<file path="config.mk">
export PLATFORM = sky130hd
export DESIGN_NAME = congestion_reaction_rate_control_top
export DESIGN_NICKNAME = d
export VERILOG_FILES = /design/src/crrc_pkg.sv /design/src/congestion_reaction_rate_control_top.sv /design/src/crrc_mul.sv
export SDC_FILE = /design/constraint.sdc
export NUM_CORES = 2
export LEC_CHECK = 0
export BUFFER_PORTS_ARGS = -buffer_cell sky130_fd_sc_hd__buf_2
export CORE_ASPECT_RATIO = 2
export CORE_UTILIZATION = 63
export DETAILED_ROUTE_END_ITERATION = 7
export PLACE_DENSITY_LB_ADDON = 0.05
export SYNTH_ARGS = -nofsm -noshare
export SYNTH_HDL_FRONTEND = slang
export SYNTH_SLANG_ARGS = --single-unit
</file>
<file path="constraint.sdc">
create_clock -name clk_i -period 11.15 [get_ports clk_i]
set_clock_uncertainty 0.1 [all_clocks]
set_input_delay 0.5575 -clock clk_i [delete_from_list [all_inputs] [get_ports clk_i]]
set_output_delay 0.5575 -clock clk_i [all_outputs]
set_load 0.01 [all_outputs]
</file>
<file path="src/crrc_pkg.sv">
// Package with the shared types, constants and state codes of the rate controller.
package crrc_pkg;

  localparam int unsigned NumQueues  = 8;
  localparam int unsigned QueueW     = 3;
  localparam int unsigned MaxCatchup = 8;
  localparam int unsigned CntW       = 4;
  localparam logic [16:0] MinDecQ16  = 17'd32768;
  localparam logic [16:0] OneQ16     = 17'd65536;

  localparam int unsigned MulAW = 24;
  localparam int unsigned MulBW = 17;
  localparam int unsigned MulPW = MulAW + MulBW;

  typedef enum logic [2:0] {
    RegLineRate  = 3'd0,
    RegMinRate   = 3'd1,
    RegRateAi    = 3'd2,
    RegRateHai   = 3'd3,
    RegGain      = 3'd4,
    RegByteLimit = 3'd5,
    RegTimerPer  = 3'd6,
    RegFastThr   = 3'd7
  } crrc_reg_e;

  typedef enum logic [1:0] {
    StatUpdated  = 2'd0,
    StatIgnored  = 2'd1,
    StatUntracked = 2'd2
  } crrc_status_e;

  typedef enum logic [3:0] {
    StIdle,
    StDisp,
    StNoticeDec,
    StNoticeMul,
    StNoticeRate,
    StTimerChk,
    StStepMul,
    StStepTgt,
    StStepRate,
    StDone
  } crrc_state_e;

  typedef struct packed {
    logic        op;
    logic [2:0]  queue_index;
    logic [5:0]  feedback;
    logic [13:0] packet_bytes;
    logic [31:0] now;
  } crrc_req_t;

  typedef struct packed {
    logic [2:0]  queue_out;
    logic [23:0] current_rate;
    logic [23:0] target_rate;
    logic [3:0]  increases;
    logic [1:0]  status;
  } crrc_res_t;

endpackage

</file>
<file path="src/congestion_reaction_rate_control_top.sv">
// Top level of the per-queue congestion reaction rate controller.
//
//  channel   | ports                          | handshake
//  ----------+--------------------------------+-------------------------------
//  request   | start, busy, req_i             | taken when start & !busy
//  result    | done_o, res_o                  | one-cycle strobe, no stall
//  config    | cfg_we_i, cfg_idx_i, cfg_data_i | written when cfg_we_i is high
//
// One registered multiplier is shared by the states. A notice runs the dispatch,
// decrement, multiply and rate states; an ignored or untracked request goes to done.
// Transmits step timer check, multiply, target, rate per increase, up to MaxCatchup+1.
// Reset clears all queue state and loads the register defaults.
// The result strobe lasts one cycle and the receiver cannot stall it.
module congestion_reaction_rate_control_top import crrc_pkg::*; (
  input  logic        clk_i,
  input  logic        rst_ni,
  input  logic        start,
  output logic        busy,
  input  crrc_req_t   req_i,
  output logic        done_o,
  output crrc_res_t   res_o,
  input  logic        cfg_we_i,
  input  logic [2:0]  cfg_idx_i,
  input  logic [31:0] cfg_data_i
);

  logic [23:0] line_rate_q, min_rate_q, rate_ai_q, rate_hai_q, byte_limit_q;
  logic [15:0] gain_q;
  logic [31:0] timer_per_q;
  logic [7:0]  fast_thr_q;

  logic [23:0] rate_mem_q  [NumQueues];
  logic [23:0] tgt_mem_q   [NumQueues];
  logic [31:0] bl_mem_q    [NumQueues];
  logic [15:0] bc_mem_q    [NumQueues];
  logic [15:0] tc_mem_q    [NumQueues];
  logic [31:0] dl_mem_q    [NumQueues];

  crrc_state_e state_q, state_d;
  crrc_req_t   req_q;
  logic [23:0] w_rate_q, w_rate_d, w_tgt_q, w_tgt_d;
  logic [31:0] w_bl_q, w_bl_d, w_dl_q, w_dl_d;
  logic [15:0] w_bc_q, w_bc_d, w_tc_q, w_tc_d;
  logic [16:0] dec_q, dec_d;
  logic [CntW-1:0] n_q, n_d, incs_q, incs_d;
  logic        ret_tmr_q, ret_tmr_d;
  logic [1:0]  status_q, status_d;
  logic        done_q;
  crrc_res_t   res_q;

  logic [MulAW-1:0] mul_a;
  logic [MulBW-1:0] mul_b;
  logic [MulPW-1:0] mul_p;

  logic [QueueW-1:0] q_sel;
  logic [23:0] eff_rate;
  logic [15:0] lo_cnt, hi_cnt, thr16, tc_inc, bc_inc;
  logic        lo_pass, hi_pass, tmr_due, can_loop;
  logic [31:0] now_diff;
  logic [32:0] bl_sub;
  logic [40:0] inc_val, tgt_sum;
  logic [27:0] rate_x10;
  logic [24:0] rate_sum;
  logic [23:0] nr_val;

  crrc_mul u_mul (
    .clk_i  (clk_i),
    .a_i    (mul_a),
    .b_i    (mul_b),
    .prod_o (mul_p)
  );

  assign q_sel    = req_q.queue_index;
  assign eff_rate = (w_rate_q == 24'd0) ? line_rate_q : w_rate_q;
  assign thr16    = {8'd0, fast_thr_q};
  assign lo_cnt   = (w_bc_q < w_tc_q) ? w_bc_q : w_tc_q;
  assign hi_cnt   = (w_bc_q < w_tc_q) ? w_tc_q : w_bc_q;
  assign lo_pass  = lo_cnt > thr16;
  assign hi_pass  = hi_cnt > thr16;
  assign now_diff = req_q.now - w_dl_q;
  assign tmr_due  = !now_diff[31];
  assign can_loop = (n_q < CntW'(MaxCatchup)) && tmr_due;
  assign tc_inc   = (w_tc_q == 16'hFFFF) ? w_tc_q : w_tc_q + 16'd1;
  assign bc_inc   = (w_bc_q == 16'hFFFF) ? w_bc_q : w_bc_q + 16'd1;
  assign bl_sub   = {w_bl_q[31], w_bl_q} - {19'd0, req_q.packet_bytes};
  assign inc_val  = lo_pass ? mul_p : (hi_pass ? {17'd0, rate_ai_q} : 41'd0);
  assign tgt_sum  = {17'd0, w_tgt_q} + inc_val;
  assign rate_x10 = {1'b0, eff_rate, 3'd0} + {3'd0, eff_rate, 1'b0};
  assign rate_sum = {1'b0, eff_rate} + {1'b0, w_tgt_q};
  assign nr_val   = mul_p[39:16];

  always_ff @(posedge clk_i or negedge rst_ni) begin
    if (!rst_ni) begin
      line_rate_q  <= 24'd10000;
      min_rate_q   <= 24'd10;
      rate_ai_q    <= 24'd5;
      rate_hai_q   <= 24'd25;
      gain_q       <= 16'd512;
      byte_limit_q <= 24'd10000;
      timer_per_q  <= 32'd10000;
      fast_thr_q   <= 8'd5;
    end else if (cfg_we_i) begin
      unique case (crrc_reg_e'(cfg_idx_i))
        RegLineRate:  line_rate_q  <= cfg_data_i[23:0];
        RegMinRate:   min_rate_q   <= cfg_data_i[23:0];
        RegRateAi:    rate_ai_q    <= cfg_data_i[23:0];
        RegRateHai:   rate_hai_q   <= cfg_data_i[23:0];
        RegGain:      gain_q       <= cfg_data_i[15:0];
        RegByteLimit: byte_limit_q <= cfg_data_i[23:0];
        RegTimerPer:  timer_per_q  <= cfg_data_i;
        RegFastThr:   fast_thr_q   <= cfg_data_i[7:0];
        default: ;
      endcase
    end
  end

  always_comb begin
    state_d = state_q;
    unique case (state_q)
      StIdle:       if (start) state_d = StDisp;
      StDisp: begin
        if (!req_q.op) begin
          state_d = (req_q.feedback == 6'd0) ? StDone : StNoticeDec;
        end else begin
          state_d = (eff_rate == line_rate_q) ? StDone : StTimerChk;
        end
      end
      StNoticeDec:  state_d = StNoticeMul;
      StNoticeMul:  state_d = StNoticeRate;
      StNoticeRate: state_d = StDone;
      StTimerChk: begin
        if (can_loop || w_bl_q[31]) state_d = StStepMul;
        else                        state_d = StDone;
      end
      StStepMul:    state_d = StStepTgt;
      StStepTgt:    state_d = StStepRate;
      StStepRate:   state_d = ret_tmr_q ? StTimerChk : StDone;
      StDone:       state_d = StIdle;
      default:      state_d = StIdle;
    endcase
  end

  always_comb begin
    w_rate_d  = w_rate_q;
    w_tgt_d   = w_tgt_q;
    w_bl_d    = w_bl_q;
    w_dl_d    = w_dl_q;
    w_bc_d    = w_bc_q;
    w_tc_d    = w_tc_q;
    dec_d     = dec_q;
    n_d       = n_q;
    incs_d    = incs_q;
    ret_tmr_d = ret_tmr_q;
    status_d  = status_q;
    mul_a     = '0;
    mul_b     = '0;
    unique case (state_q)
      StIdle: begin
        n_d      = '0;
        incs_d   = '0;
        status_d = StatUpdated;
      end
      StDisp: begin
        if (!req_q.op) begin
          if (req_q.feedback == 6'd0) begin
            status_d = StatIgnored;
          end else begin
            if ((eff_rate == line_rate_q) || (w_bc_q != 16'd0)) begin
              w_bl_d  = {8'd0, byte_limit_q};
              w_tgt_d = eff_rate;
            end
            w_bc_d = '0;
            w_tc_d = '0;
            mul_a  = {8'd0, gain_q};
            mul_b  = {11'd0, req_q.feedback};
          end
        end else if (eff_rate == line_rate_q) begin
          status_d = StatUntracked;
        end else begin
          w_bl_d = (bl_sub[32] && !bl_sub[31]) ? 32'h8000_0000 : bl_sub[31:0];
        end
      end
      StNoticeDec: begin
        dec_d = (mul_p < 41'(MinDecQ16)) ? (OneQ16 - mul_p[16:0]) : (OneQ16 - MinDecQ16);
      end
      StNoticeMul: begin
        mul_a = eff_rate;
        mul_b = dec_q;
      end
      StNoticeRate: begin
        w_rate_d = (nr_val < min_rate_q) ? min_rate_q : nr_val;
        w_dl_d   = req_q.now + timer_per_q;
      end
      StTimerChk: begin
        if (can_loop) begin
          w_tc_d    = tc_inc;
          w_dl_d    = w_dl_q + ((tc_inc > thr16) ? {1'b0, timer_per_q[31:1]} : timer_per_q);
          n_d       = n_q + CntW'(1);
          incs_d    = incs_q + CntW'(1);
          ret_tmr_d = 1'b1;
        end else if (w_bl_q[31]) begin
          w_bc_d    = bc_inc;
          w_bl_d    = (bc_inc > thr16) ? {9'd0, byte_limit_q[23:1]} : {8'd0, byte_limit_q};
          incs_d    = incs_q + CntW'(1);
          ret_tmr_d = 1'b0;
        end
      end
      StStepMul: begin
        mul_a = rate_hai_q;
        mul_b = {1'b0, lo_cnt - thr16};
      end
      StStepTgt: begin
        if (((w_bc_q == 16'd1) || (w_tc_q == 16'd1)) && ({4'd0, w_tgt_q} > rate_x10)) begin
          w_tgt_d = {3'd0, w_tgt_q[23:3]};
        end else begin
          w_tgt_d = (tgt_sum > 41'hFF_FFFF) ? 24'hFF_FFFF : tgt_sum[23:0];
        end
      end
      StStepRate: begin
        w_rate_d = (rate_sum[24:1] > line_rate_q) ? line_rate_q : rate_sum[24:1];
      end
      StDone: ;
      default: ;
    endcase
  end

  always_ff @(posedge clk_i or negedge rst_ni) begin
    if (!rst_ni) begin
      state_q <= StIdle;
      done_q  <= 1'b0;
    end else begin
      state_q <= state_d;
      done_q  <= (state_q == StDone);
    end
  end

  always_ff @(posedge clk_i) begin
    if (state_q == StIdle && start) req_q <= req_i;
    w_rate_q  <= (state_q == StIdle) ? rate_mem_q[req_i.queue_index] : w_rate_d;
    w_tgt_q   <= (state_q == StIdle) ? tgt_mem_q[req_i.queue_index] : w_tgt_d;
    w_bl_q    <= (state_q == StIdle) ? bl_mem_q[req_i.queue_index] : w_bl_d;
    w_dl_q    <= (state_q == StIdle) ? dl_mem_q[req_i.queue_index] : w_dl_d;
    w_bc_q    <= (state_q == StIdle) ? bc_mem_q[req_i.queue_index] : w_bc_d;
    w_tc_q    <= (state_q == StIdle) ? tc_mem_q[req_i.queue_index] : w_tc_d;
    dec_q     <= dec_d;
    n_q       <= n_d;
    incs_q    <= incs_d;
    ret_tmr_q <= ret_tmr_d;
    status_q  <= status_d;
    if (state_q == StDone) begin
      res_q.queue_out    <= q_sel;
      res_q.current_rate <= eff_rate;
      res_q.target_rate  <= w_tgt_q;
      res_q.increases    <= incs_q;
      res_q.status       <= status_q;
    end
  end

  always_ff @(posedge clk_i or negedge rst_ni) begin
    if (!rst_ni) begin
      for (int i = 0; i < NumQueues; i++) begin
        rate_mem_q[i] <= '0;
        tgt_mem_q[i]  <= '0;
        bl_mem_q[i]   <= '0;
        bc_mem_q[i]   <= '0;
        tc_mem_q[i]   <= '0;
        dl_mem_q[i]   <= '0;
      end
    end else if (state_q == StDone) begin
      rate_mem_q[q_sel] <= w_rate_q;
      tgt_mem_q[q_sel]  <= w_tgt_q;
      bl_mem_q[q_sel]   <= w_bl_q;
      bc_mem_q[q_sel]   <= w_bc_q;
      tc_mem_q[q_sel]   <= w_tc_q;
      dl_mem_q[q_sel]   <= w_dl_q;
    end
  end

  assign busy   = (state_q != StIdle);
  assign done_o = done_q;
  assign res_o  = res_q;

  // The sequencer never runs more timer steps than the catch-up bound.
  assert property (@(posedge clk_i) disable iff (!rst_ni)
    n_q <= CntW'(MaxCatchup))
    else $error("catch-up count exceeded its bound");

  // An accepted request keeps the block busy in the next cycle.
  assert property (@(posedge clk_i) disable iff (!rst_ni)
    (start && !busy) |=> busy)
    else $error("accepted request did not start the sequencer");

  // A result strobe is a single cycle and appears only after the done state.
  assert property (@(posedge clk_i) disable iff (!rst_ni)
    done_o |-> ($past(state_q) == StDone) && !busy)
    else $error("result strobe without a completed request");

  // Ignored or untracked requests apply no rate increase.
  assert property (@(posedge clk_i) disable iff (!rst_ni)
    (done_o && (res_o.status != StatUpdated)) |-> (res_o.increases == '0))
    else $error("increase reported for an ignored request");

endmodule

</file>
<file path="src/crrc_mul.sv">
// Shared registered multiplier used by the gain, rate-decrease and rate-increase steps.
module crrc_mul import crrc_pkg::*; (
  input  logic               clk_i,
  input  logic [MulAW-1:0]   a_i,
  input  logic [MulBW-1:0]   b_i,
  output logic [MulPW-1:0]   prod_o
);

  logic [MulPW-1:0] prod_q;

  always_ff @(posedge clk_i) begin
    prod_q <= MulPW'(a_i) * MulPW'(b_i);
  end

  assign prod_o = prod_q;

endmodule
</file>
==> impl_metrics.yaml <==
outcome:
  status: "complete, but fails checks"
  violations: "design-rule violations"
sta:
  fin_crit_sh_pct: 95.9
  finalSetupViolations: 0
  tns_ns: 0
  relSlewSlack_pct: 4.42
  tightest_slew_ns: 1.41
  final_max_slew_viol_count: 0
  fin_ws_ns: 0.453
  fin_crit_ns: 10.70
  final_hold_viol_count: 0
  max_freq_mhz: 93.5
synthesis:
  synth_top_area_share_pct: 33.5
  synthCells: 8352
  synthDistinctLibCells: 112
  synthFlopType: "dfrtp_1"
  synth-seq-cells: 1659
  yosys-top-cells-area: "dfrtp_1 (34%), mux2_2 (12%), edfxtp_1 (8.8%), fa_1 (6.9%), mux4_2 (6.6%)"
  synth.largest_area_cell: "dfrtp_1"
  syn_area_sq_um: 97700
  synth_edf_count: 285
  synth_async_sr_flop_share_pct: 80.3
  synth_warnings: 0
  post_synth.cell_area_avg_sq_um: 11.7
  syn_nets: 9198
  seq_area_frac_synth_pct: 43.8
hold_path:
  hold_depth: 1
  hp-start: "req_i[54]"
  hold_end: "q_sel[2]"
  hold_class: "in -> reg"
power:
  irDropWorstVdd_uv: 213
  switchingPower_w: 0.0128
  leakage_nw: 49.8
  powerDensity_nw_per_um2: 277
  p_sw_share_pct: 42.9
  power_frac_comb_pct: 47.4
  p_clk_share_pct: 19.0
  p_int_w: 0.0170
  seqPwrFrac_pct: 33.6
die:
  die_w_um: 280
  rows: 204
  io_pins: 154
  die_y_um: 559
  core_area_sq_um: 154000
  dieArea_sq_um: 157000
  start_util_pct: 63.4
clocking:
  insertion_delay_ns: 0.82
  cts-buffers-inserted: 159
  clk_pin_slew_ns: 0.07
  cts-root-buf: "clkbuf_16"
  cts_tree: "yes"
  htreeDepth: 4
  clock_sinks: 1659
  clk_path_buf_depth: 4
layout:
  nets: 9356
  drive_gt1_share_pct: 25.1
  area_growth_pct: 10.2
setup_path:
  reg2reg_from: "w_tc_q[5]"
  cp.arrival_ns: 11.31
  worst_r2r_path_depth: 36
  slowest_delay_ns: 0.67
  crit_top_cell: "fa_1"
  rr_endpoint: "u_mul.prod_o[39]"
  worstSetupStartpointType: "flop"
  r2r_setup_slack_ns: 0.45
  crit_required_ns: 11.76
  worst-setup-path-type: "reg -> reg"
  critPathMaxFanout: 12
  slowest_stage: "a22oi_2"
  endpoint_kind: "flop"
global_routing:
  grt_max_degree: 188
  grt_usage_pct: 43.0
  grt_pass1_vias: 76500
  gr-total-overflow: 0
  grt_pass1_wl_um: 488000
  antenna_found_initial: 19
detailed_routing:
  via_per_inst: 6.66
  drt_iter0_drc: 5166
  route.antenna.remaining_nets: 0
  wl_per_cell_um: 30.8
  firstDrtPassIters: 8
  drc_errors: 15
  drt-total-wl_um: 330000
  vias: 71300
job:
  max_cap_viol_count: 0
place:
  portBuffers: 153
  hpwl_um: 233000
  dpl_worst_slack_ns: -0.0606
  gp_congestion: 1.06
sequential cells by signal, indices dropped and copies added (netlist names), 32 cells and up:
signal,count
bl_mem_q,256
dl_mem_q,256
rate_mem_q,192
tgt_mem_q,192
bc_mem_q,128
tc_mem_q,128
res_o,57
req_q,53
u_mul.prod_o,41
timer_per_q,32
w_bl_q,32
w_dl_q,32
layout make-up:
| class | instances | area, sq um |
|---|---|---|
| Clock inverter | 58 | 688 |
| Sequential cell | 1659 | 42800 |
| Multi-Input combinational cell | 5593 | 51000 |
| Inverter | 616 | 2320 |
| Clock buffer | 226 | 4650 |
| Tap cell | 2060 | 2580 |
| Antenna cell | 16 | 40.0 |
| Fill cell | 11300 | 46500 |
| Timing Repair Buffer | 481 | 3570 |
worst max-delay path, delay by kind of cell, from the launching register on:
kind            cells  cell delay (ns)
fa+ha+maj           9             4.22
compound gates     15             3.85
buf+inv             6             0.87
simple gates        4             0.67
flops               1             0.49
xor+xnor            2             0.37
layer usage:
layer	wire [um]	up-vias	track usage, %
li1	-	30000	-
met1	109000	36700	45.1
met2	163000	3138	71.8
met3	20900	1430	8.36
met4	36700	6	40.2
met5	46	-	0
cell families after synthesis:
group | count (synthesis) | synth area share (%)
compound gates | 1456 | 9.55
xor+xnor | 214 | 1.93
fa+ha+maj | 751 | 12.2
buf+inv | 1100 | 4.31
flops | 1659 | 43.8
mux | 1499 | 20.4
simple gates | 1673 | 7.84
cells in the final DEF (no fill, tap or decap), types with 78 or more instances in the layout:
| cell type | count |
|---|---|
| ha_1 | 415 |
| xnor2_1 | 134 |
| o21ai_0 | 534 |
| clkbuf_16 | 165 |
| mux2_2 | 1047 |
| buf_2 | 149 |
| edfxtp_1 | 285 |
| a21oi_1 | 235 |
| nor3_1 | 83 |
| mux4_2 | 288 |
| inv_1 | 611 |
| a21o_1 | 104 |
| xor2_1 | 78 |
| nand2_1 | 842 |
| buf_4 | 253 |
| fa_1 | 336 |
| mux2i_1 | 162 |
| dfrtp_1 | 1308 |
| nor2_1 | 282 |
timing repair:
| action | 4_1_cts | 5_1_grt |
|---|---|---|
| gates resized for setup | 2 | 14 |
| hold buffers | 62 | 0 |
| endpoints found under the hold margin | 192 | 0 |
| pin swaps | 0 | 2 |
| buffers inserted | 0 | 1 |
| setup endpoints to repair | 2 | 9 |
synthesized netlist by cell type (17+ instances only):
cell,count
edfxtp_1,285
nor3_1,89
o211ai_1,30
xnor2_1,134
and3_1,29
a21o_1,104
mux4_2,288
o21a_1,64
or3_1,33
mux2_2,1047
o22ai_1,75
nand4_1,41
o21ai_1,22
ha_1,415
a21boi_0,19
a21oi_1,240
o21ai_0,539
a211oi_1,72
fa_1,336
a22oi_1,32
a31oi_1,24
nand2b_1,52
nor4_1,35
inv_1,612
nor2b_1,41
nand2_1,844
buf_1,52
clkbuf_1,397
a2bb2oi_2,20
and2_1,52
xor2_1,79
dfxtp_1,41
buf_2,27
dfstp_2,25
nand3_1,67
nor2_1,289
dfrtp_1,1308
a22o_1,39
a221oi_1,19
o21bai_1,17
mux2i_1,163
worst max path at each step:
stage,slack (ns),from,endpoint
2_1_floorplan,0.81,w_tc_q[7],u_mul.prod_o[29]
3_3_place_gp,0.02,w_tc_q[5],u_mul.prod_o[38]
3_5_place_dp,-0.06,w_tc_q[8],u_mul.prod_o[38]
4_1_cts,0.25,w_tc_q[5],u_mul.prod_o[39]
5_1_grt,-0.008,w_tc_q[5],u_mul.prod_o[29]
6_report,0.45,w_tc_q[5],u_mul.prod_o[39]
per-stage QoR:
stage	utilization [%]	cell area, sq um	std cells	total power [W]	hold slack, ns
final	69.8	108000	10700	0.0298	0.137
after global routing	69.8	108000	10700	0.0310	0.116
after CTS	69.7	107000	10700	0.0293	0.125
after detailed placement	65.8	102000	10300	0.0236	0.365
after global placement	65.8	102000	10300	0.0232	0.356
after floorplan	-	97700	8352	0.0182	0.162
power by group through the flow:
stage / clock network [W] / logic (W) / registers, W
floorplan: 0 / 0.00889 / 0.00933
global placement: 0 / 0.0133 / 0.00990
detailed placement: 0 / 0.0135 / 0.0100
CTS: 0.00571 / 0.0136 / 0.00995
global route: 0.00590 / 0.0149 / 0.0102
finish: 0.00566 / 0.0141 / 0.0100
Note: power is estimated with default switching activity, not from simulation.
